## config.mk

```make
export PLATFORM = sky130hd
export DESIGN_NAME = ring_buffer_interval_allocator_core
export DESIGN_NICKNAME = d
export VERILOG_FILES = /design/src/hw/rtl/rbia_pkg.sv /design/src/hw/rtl/ring_buffer_interval_allocator_core.sv /design/src/hw/rtl/rbia_ram.sv
export SDC_FILE = /design/constraint.sdc
export NUM_CORES = 1
export LEC_CHECK = 0
export BUFFER_PORTS_ARGS = -buffer_cell sky130_fd_sc_hd__buf_2
export CAP_MARGIN = 40
export CELL_PAD_IN_SITES_DETAIL_PLACEMENT = 0
export CELL_PAD_IN_SITES_GLOBAL_PLACEMENT = 1
export CORE_ASPECT_RATIO = 1.1
export CORE_UTILIZATION = 53
export CTS_BUF_LIST = sky130_fd_sc_hd__clkbuf_4
export CTS_CLUSTER_DIAMETER = 80
export DETAILED_ROUTE_END_ITERATION = 8
export GPL_TIMING_DRIVEN = 0
export PLACE_DENSITY_LB_ADDON = 0.1
export SYNTH_ARGS = -nofsm -noshare
export SYNTH_HDL_FRONTEND = slang
export SYNTH_HIERARCHICAL = 1
export SYNTH_SLANG_ARGS = --single-unit
```

## constraint.sdc

```tcl
create_clock -name clk -period 14.25 [get_ports clk]
set_input_delay 2.85 -clock clk [delete_from_list [all_inputs] [get_ports clk]]
set_output_delay 2.85 -clock clk [all_outputs]
set_load 0.005 [all_outputs]
```

## src/hw/rtl/rbia_pkg.sv

```systemverilog
// Shared types and codes of the ring buffer interval allocator.
`timescale 1ns / 1ps
package rbia_pkg;

	localparam int PTR_BITS = 25;
	localparam int OFS_IN_BITS = 24;
	localparam int CNT_OUT_BITS = 5;

	typedef enum logic [0:0] {
		REQ_ALLOC   = 1'b0,
		REQ_RELEASE = 1'b1
	} req_type_t;

	typedef enum logic [2:0] {
		ST_GRANTED  = 3'd0,
		ST_NO_ROOM  = 3'd1,
		ST_TOO_BIG  = 3'd2,
		ST_FULL     = 3'd3,
		ST_RELEASED = 3'd4,
		ST_UNKNOWN  = 3'd5
	} status_t;

	typedef enum logic [1:0] {
		S_IDLE,
		S_SCAN,
		S_DECIDE
	} fsm_t;

	localparam logic [1:0] REG_TOTAL_SIZE = 2'd0;
	localparam logic [24:0] TOTAL_SIZE_RESET = 25'd65536;

endpackage

```

## src/hw/rtl/ring_buffer_interval_allocator_core.sv

```systemverilog
// Top level of the ring buffer interval allocator.
// A new request is accepted only in idle, after the result of the previous one has been
// placed in the output register. The table scan reads one start entry per cycle from the
// start memory.
// Reset: arst_n clears pointers, valid bits, count and handshakes; total_size = 65536.
// The start memory needs no clearing pass: entries are read only behind valid bits.
`timescale 1ns / 1ps
module ring_buffer_interval_allocator_core
	import rbia_pkg::*;
#(
	parameter int MAX_OUTSTANDING = 16,
	parameter int OFFSET_BITS = 24
) (
	input  logic        clk,
	input  logic        arst_n,
	input  logic        s_axis_tvalid,
	output logic        s_axis_tready,
	input  logic [55:0] s_axis_tdata,  // size[24:0], offset[48:25], zero fill
	input  logic        s_axis_tuser,  // req_type
	output logic        m_axis_tvalid,
	input  logic        m_axis_tready,
	output logic [31:0] m_axis_tdata,  // granted_offset[23:0], busy_count[28:24], zero fill
	output logic [2:0]  m_axis_tuser,  // status
	input  logic        psel,
	input  logic        penable,
	input  logic        pwrite,
	input  logic [1:0]  paddr,
	input  logic [31:0] pwdata,
	output logic [31:0] prdata,
	output logic        pready
);

	localparam int AW = (MAX_OUTSTANDING > 1) ? $clog2(MAX_OUTSTANDING) : 1;
	localparam int CNTW = $clog2(MAX_OUTSTANDING + 1);
	localparam int SW = OFFSET_BITS;
	localparam int CW = (OFFSET_BITS > PTR_BITS) ? OFFSET_BITS : PTR_BITS;

	fsm_t state_q, state_d;

	logic [PTR_BITS-1:0] total_q, ap_q, fe_q;
	logic [MAX_OUTSTANDING-1:0] valid_q;
	logic [CNTW-1:0] cnt_q;

	logic                req_q;
	logic [PTR_BITS-1:0] size_q;
	logic [SW-1:0]       rel_q;

	logic [AW-1:0] idx_q, idx_s1;
	logic          issue_q, vld_s1;

	logic [SW-1:0] lowest_q, next_q;
	logic          next_found_q, hit_ap_q, hit_zero_q, match_q, free_found_q;
	logic [AW-1:0] match_idx_q, free_idx_q;

	logic          out_valid_q;
	logic [2:0]    out_status_q;
	logic [23:0]   out_ofs_q;
	logic [CNTW-1:0] out_cnt_q;

	logic [SW-1:0] rd_data;
	logic          rd_en, ram_we, accept, decide_go, out_free;
	logic [SW-1:0] start_ap;
	logic [SW-1:0] in_ofs;

	assign pready = 1'b1;
	assign prdata = 32'(total_q);
	assign s_axis_tready = (state_q == S_IDLE);
	assign accept = s_axis_tvalid && s_axis_tready;
	assign out_free = !out_valid_q || m_axis_tready;
	assign m_axis_tvalid = out_valid_q;
	assign m_axis_tuser = out_status_q;
	assign m_axis_tdata = {3'b000, CNT_OUT_BITS'(out_cnt_q), out_ofs_q};

	assign start_ap = SW'(CW'(ap_q));
	assign in_ofs = SW'(CW'(s_axis_tdata[48:25]));

	// Allocation decision
	logic [PTR_BITS-1:0] room1, room2, ap2, fe2, low25;
	logic wrap, fit, dup, empty, full;
	assign empty = (cnt_q == '0);
	assign full = (cnt_q == CNTW'(MAX_OUTSTANDING));
	assign low25 = PTR_BITS'(CW'(lowest_q));
	assign room1 = (fe_q >= ap_q) ? fe_q - ap_q : '0;
	assign wrap = !empty && (room1 < size_q) && (lowest_q != '0) && (fe_q == total_q);
	assign ap2 = (empty || wrap) ? '0 : ap_q;
	assign fe2 = empty ? total_q : (wrap ? low25 : fe_q);
	assign room2 = (fe2 >= ap2) ? fe2 - ap2 : '0;
	assign fit = (room2 >= size_q);
	assign dup = !empty && (wrap ? hit_zero_q : hit_ap_q);

	logic [SW-1:0] grant_start;
	assign grant_start = SW'(CW'(ap2));

	always_comb begin
		state_d = state_q;
		rd_en = 1'b0;
		ram_we = 1'b0;
		decide_go = 1'b0;
		case (state_q)
			S_IDLE: begin
				if (accept) state_d = S_SCAN;
			end
			S_SCAN: begin
				rd_en = issue_q;
				if (vld_s1 && idx_s1 == AW'(MAX_OUTSTANDING - 1)) state_d = S_DECIDE;
			end
			S_DECIDE: begin
				if (out_free) begin
					decide_go = 1'b1;
					state_d = S_IDLE;
					ram_we = (req_q == REQ_ALLOC) && size_q != '0 && !full && fit && !dup;
				end
			end
			default: state_d = S_IDLE;
		endcase
	end

	rbia_ram #(.WIDTH(SW), .DEPTH(MAX_OUTSTANDING)) u_starts (
		.clk   (clk),
		.we    (ram_we),
		.waddr (free_idx_q),
		.wdata (grant_start),
		.re    (rd_en),
		.raddr (idx_q),
		.rdata (rd_data)
	);

	always_ff @(posedge clk or negedge arst_n) begin
		if (!arst_n) begin
			state_q <= S_IDLE;
		end else begin
			state_q <= state_d;
		end
	end

	always_ff @(posedge clk or negedge arst_n) begin
		if (!arst_n) begin
			total_q <= TOTAL_SIZE_RESET;
			ap_q <= '0;
			fe_q <= '0;
			valid_q <= '0;
			cnt_q <= '0;
			out_valid_q <= 1'b0;
			issue_q <= 1'b0;
			vld_s1 <= 1'b0;
		end else begin
			if (psel && penable && pwrite && paddr == REG_TOTAL_SIZE) begin
				total_q <= pwdata[PTR_BITS-1:0];
			end
			if (decide_go) begin
				out_valid_q <= 1'b1;
			end else if (m_axis_tready) begin
				out_valid_q <= 1'b0;
			end

			vld_s1 <= rd_en;
			if (accept) begin
				issue_q <= 1'b1;
			end else if (rd_en && idx_q == AW'(MAX_OUTSTANDING - 1)) begin
				issue_q <= 1'b0;
			end

			if (decide_go) begin
				if (req_q == REQ_ALLOC) begin
					if (size_q != '0 && !full) begin
						ap_q <= fit ? ap2 + size_q : ap2;
						fe_q <= fe2;
						if (fit && !dup) begin
							valid_q[free_idx_q] <= 1'b1;
							cnt_q <= cnt_q + 1'b1;
						end
					end
				end else if (match_q) begin
					// advance the free end past the released region
					if (fe_q == PTR_BITS'(CW'(rel_q))) begin
						fe_q <= next_found_q ? PTR_BITS'(CW'(next_q)) : total_q;
					end
					valid_q[match_idx_q] <= 1'b0;
					cnt_q <= cnt_q - 1'b1;
				end
			end
		end
	end

	// Payload, scan accumulators and result registers
	always_ff @(posedge clk) begin
		if (accept) begin
			req_q <= s_axis_tuser;
			size_q <= s_axis_tdata[24:0];
			rel_q <= in_ofs;
			idx_q <= '0;
			lowest_q <= '1;
			next_q <= '0;
			next_found_q <= 1'b0;
			hit_ap_q <= 1'b0;
			hit_zero_q <= 1'b0;
			match_q <= 1'b0;
			free_found_q <= 1'b0;
			match_idx_q <= '0;
			free_idx_q <= '0;
		end
		if (rd_en) idx_q <= idx_q + 1'b1;
		idx_s1 <= idx_q;
		if (vld_s1) begin
			if (!valid_q[idx_s1]) begin
				if (!free_found_q) begin
					free_found_q <= 1'b1;
					free_idx_q <= idx_s1;
				end
			end else begin
				if (rd_data < lowest_q) lowest_q <= rd_data;
				if (rd_data == start_ap) hit_ap_q <= 1'b1;
				if (rd_data == '0) hit_zero_q <= 1'b1;
				if (rd_data == rel_q) begin
					match_q <= 1'b1;
					match_idx_q <= idx_s1;
				end
				if (rd_data > rel_q && (!next_found_q || rd_data < next_q)) begin
					next_q <= rd_data;
					next_found_q <= 1'b1;
				end
			end
		end
		if (decide_go) begin
			if (req_q == REQ_ALLOC) begin
				out_cnt_q <= (size_q != '0 && !full && fit && !dup) ? cnt_q + 1'b1 : cnt_q;
				out_ofs_q <= (size_q != '0 && !full && fit) ? 24'(CW'(grant_start)) : 24'd0;
				if (size_q == '0) begin
					out_status_q <= ST_NO_ROOM;
				end else if (full) begin
					out_status_q <= ST_FULL;
				end else if (fit) begin
					out_status_q <= ST_GRANTED;
				end else if (empty || size_q > total_q) begin
					out_status_q <= ST_TOO_BIG;
				end else begin
					out_status_q <= ST_NO_ROOM;
				end
			end else begin
				out_ofs_q <= '0;
				out_status_q <= match_q ? ST_RELEASED : ST_UNKNOWN;
				out_cnt_q <= match_q ? cnt_q - 1'b1 : cnt_q;
			end
		end
	end

endmodule

```

## src/hw/rtl/rbia_ram.sv

```systemverilog
// Generic single-port-write, single-port-read RAM with registered read data.
`timescale 1ns / 1ps
module rbia_ram #(
	parameter int WIDTH = 24,
	parameter int DEPTH = 16
) (
	input  logic                     clk,
	input  logic                     we,
	input  logic [$clog2(DEPTH)-1:0] waddr,
	input  logic [WIDTH-1:0]         wdata,
	input  logic                     re,
	input  logic [$clog2(DEPTH)-1:0] raddr,
	output logic [WIDTH-1:0]         rdata
);

	logic [WIDTH-1:0] mem [DEPTH];

	always_ff @(posedge clk) begin
		if (we) begin
			mem[waddr] <= wdata;
		end
		if (re) begin
			rdata <= mem[raddr];
		end
	end

endmodule
```

==> results.md <==
- The initial utilization of the core area, before any placement, comes to 53.7%.
- The critical path launch point is fe_q[14].
- The maximum vdd ir drop is 0.110 mV.
- The area fraction of the dominant cell type after synthesis is 43.3%.
- In this run the clock root is driven by a sky130_fd_sc_hd__clkbuf_4.
- After synthesis, the mean cell area works out to 12.2 sq um.
- For the pin with the worst max-slew slack, the measured transition is 1.07 ns.
- The cts-stage hold buffer count is 0.
- After detailed routing, the number of vias per cell comes to 6.10.
- Summed over all failing endpoints, the final setup total negative slack is 0 ns.
- The mapped netlist covers 34300 sq um.
- The worst register-to-register path has a depth of 45.
- The met1 layer usage reported by global route is 44.7%.
- The cell type with the largest total area after synthesis is sky130_fd_sc_hd__edfxtp_1.
- Before CTS, the worst setup slack after placement is 0.611 ns.
- The worst setup path is captured at a flip-flop.
- The synthesized-area fraction occupied by ao, oa, aoi and oai cells is 11.0%.
- The share of the Yosys chip area taken by registers is 54.4%.
- The flow ran to the end, and the final reports show no timing, DRC or antenna violations.
- Yosys mapped the design onto 86 distinct sky130hd cell types.
- The family of cells with the greatest summed delay on the critical path is simple AND/OR/NAND/NOR gates.
- The main combinational cell family by area after synthesis is compound AO/OA/AOI/OAI gates.
- The synthesized netlist devotes 10.0% of its cell area to simple gates.
- The number of DRC markers in iteration 0 is 2379.
- The clock period could shrink to 13.72 ns.
- Yosys printed 6 warnings.
- After legalization and detailed placement, the total HPWL measured 86.8 mm.
- The number of setup buffers added after CTS is 0.
- The number of slew-limit violations in the final report is 0.
- The biggest fanout along the worst timing path is 10.
- The origin of the critical flop-to-flop path is fe_q[14].
- The static power due to leakage is 0.0166 uW.
- The final core utilization is 61.0%.
- For met2 alone, demand over resource in global routing was 57.7%.
- Setup repair after global routing left no endpoint under its margin.
- The relative slew slack is 28.0%.
- Routability-driven placement finished with a final weighted congestion of 1.02.
- In this run the power density over the cells is 137 nW/um^2.
- The total wirelength of the detailed-routed design is 115 mm.
- The worst reg2reg path endpoint is u_starts/mem[0][17].
- The insertion delay of the later-clocked pin in the worst-skew pair is 1.06 ns.
- The final route contains 25400 vias.
- After detailed placement, the total cell area comes to 36700 sq um.
- The number of antenna violations at the first check in global routing is 3.
- The floorplan has 97 rows.
- The area of all placed cells without fillers is 38900 sq um.
- The area inside the core boundary is 63800 sq um.
- The first detailed-routing pass ran for 6 iterations.
- The layer flagged by global routing as most heavily used is met2.
- The final count of hold timing violations is 0.
- In this run the register-to-register setup slack is 0.53 ns.
- The number of primary I/O pins is 168.
- The number of logic stages on the critical path including buffering is 45.
- The final clock period utilization by the worst path is 96.3%.
- On the critical path, the stage with the largest delay is an instance of sky130_fd_sc_hd__a2111oi_1.
- The multiplexer share of the synthesized area is 9.21%.
- Measured along the y axis, the die boundary spans 269 um.
- The first global-routing pass estimated 166 mm of wire.
- The number of global-route vias before repair came to 25100.
- The number of routed nets with antenna violations is 0.
- The capturing instance or port of the critical path is u_starts/mem[0][17].
- The category of the most critical setup path is flip-flop to flip-flop.
- The arrival time of the worst setup path is 14.41 ns.
- The number of port buffers is 142.
- The maximum number of pins on one net before global-route repair is 83.
- The overall overflow remaining after global route is 0.
- From synthesis to final layout, the design area changed by 13.5%.
- The number of max-cap violations is 0.
- Setup slack on the critical path of the routed design comes to 0.528 ns.
- Together, buffers and inverters on the worst path number 9.
- The type of the worst min-delay path is flip-flop to flip-flop.
- The die covers 65700 sq um.
- Of the cells placed in the final design, the portion with a size suffix greater than 1 is 21.6%.
- Counting the buffers created by CTS gives 168.
- In this run the deepest clock path goes through 3 buffers.
- After Yosys synthesis, XOR and XNOR cells account for 3.37% of the synthesized area.
- The H-tree was split into 4 levels.
- In the synthesized netlist the dominant register cell turns out to be sky130_fd_sc_hd__edfxtp_1.
- After synthesis, the cell types taking the most area are sky130_fd_sc_hd__edfxtp_1 43%, sky130_fd_sc_hd__ha_1 8.1%, sky130_fd_sc_hd__dfrtp_1 7.3%, sky130_fd_sc_hd__mux4_2 6.6%, sky130_fd_sc_hd__dfxtp_1 3.8%.
- The delay of the slowest cell on the worst path is 0.91 ns.
- Setup violations remaining at the end of the flow were counted as 0.
- The number of gates given a new drive strength after cts is 0.
- In this run the horizontal extent of the chip is 245 um.
- Across every metal layer, demand over resource in global routing totals 35.4%.
- TritonCTS built the clock tree.
- The kind of start point of the critical path is a flip-flop.
- Counting flops with an async set or reset pin after synthesis yields a share of 15.3%.
- The cell count after synthesis came out at 2809.
- The final routed DRC violation total is 0.
- In the final routed layout, each cell accounts on average for 27.7 um.
- Across the routed clock network, the largest skew measured is 0.0750 ns.
- At the end of the flow, the number of nets in the layout was 3499.
- The number of flops mapped to enable cells by yosys is 494.
- The global-route met3 utilization is 7.10%.
- The number of synthesized register bits is 660.
- For this run, the top clock speed supported by timing is 72.9 MHz.
- The register clock-pin slew on the reported worst setup and hold paths is 0.07 ns.
- At the worst endpoint, the required time is 14.94 ns.
- The synthesized-area fraction occupied by adder cells is 8.24%.
- The number of sinks driven by the clock tree is 660.
==> routing by layer <==
metal / up-vias / share of wire, %
met5: - / 0
met4: 0 / 5.5
met3: 263 / 7.6
met2: 1214 / 48
met1: 12500 / 39
li1: 11400 / -
==> Yosys cell counts (all sizes together) (73+ instances only) <==
master / count
mux2: 73
a21o: 79
xor2: 84
dfrtp: 100
mux4: 101
ha: 221
nor2: 165
nand2: 271
inv: 188
edfxtp: 494
clkbuf: 76
a21oi: 111
o21ai: 167
==> placed cells by master (no fill, tap or decap), drive strengths merged, types with 101 or more instances in the layout <==
cell type  count
clkbuf       312
mux4         101
nor2         165
a21oi        111
edfxtp       494
inv          197
ha           221
nand2        271
buf          230
o21ai        167
==> worst register-to-register path: cells and delay by family (launching register included) <==
family / cells / cell delay, ns
AO/OA/AOI/OAI: 13 / 4.02
adder cells (fa/ha/maj): 5 / 1.55
buffers and inverters: 9 / 2.21
flip-flops: 1 / 0.62
multiplexers: 2 / 0.86
AND/OR/NAND/NOR: 16 / 4.11
==> logic make-up after synthesis <==
logic type,Yosys count
other cells,2
compound gates,574
simple gates,732
flops,660
xor+xnor,132
mux,180
fa+ha+maj,224
buf+inv,305
==> state kept, by name, indices dropped and copies added, names as in the netlist, 2 cells and up <==
name,flops
idx_q,4
match_idx_q,4
m_axis_tuser,3
cnt_q,5
next_q,24
out_ofs_q,24
idx_s1,4
u_starts/rdata,24
total_q,25
rel_q,24
ap_q,25
lowest_q,24
free_idx_q,4
out_cnt_q,5
size_q,25
u_starts/mem,384
state_q,2
fe_q,25
valid_q,16
==> where the power goes <==
| group | switching [uW] | total (uW) | internal (uW) |
|---|---|---|---|
| sequential | 293 | 2470 | 2170 |
| combinational | 725 | 1210 | 489 |
| clock | 829 | 1630 | 804 |
| total | 1850 | 5320 | 3470 |
==> how the worst min path moves through the flow <==
stage | start | endpoint | slack (ns) | cells past startpoint
after floorplan | idx_q[1] | idx_s1[1] | 0.39 | 0
after global placement | free_found_q | free_found_q | 0.44 | 1
after detailed placement | idx_q[1] | idx_s1[1] | 0.45 | 0
after CTS | idx_q[1] | idx_s1[1] | 0.47 | 0
after global routing | hit_ap_q | hit_ap_q | 0.50 | 2
final | free_found_q | free_found_q | 0.47 | 1
==> cell type report <==
| cell class | count | area [sq um] |
|---|---|---|
| diodes | 6 | 15.0 |
| repair buffers | 189 | 1240 |
| plain buffers | 117 | 573 |
| clock inverters | 68 | 407 |
| inverters | 188 | 706 |
| flip-flops and latches | 660 | 18700 |
| clock buffers | 236 | 1770 |
| fillers | 5186 | 24900 |
| multi-input cells | 1853 | 14500 |
| well taps | 841 | 1050 |
==> stage by stage <==
stage	power, uW	hold WS, ns	instances
after floorplan	3160	0.395	2818
after global placement	3650	0.435	3801
after detailed placement	3700	0.452	3847
after CTS	5330	0.469	4151
after global routing	5560	0.496	4155
final	5320	0.475	4158
Note: power is estimated with default switching activity, not from simulation.
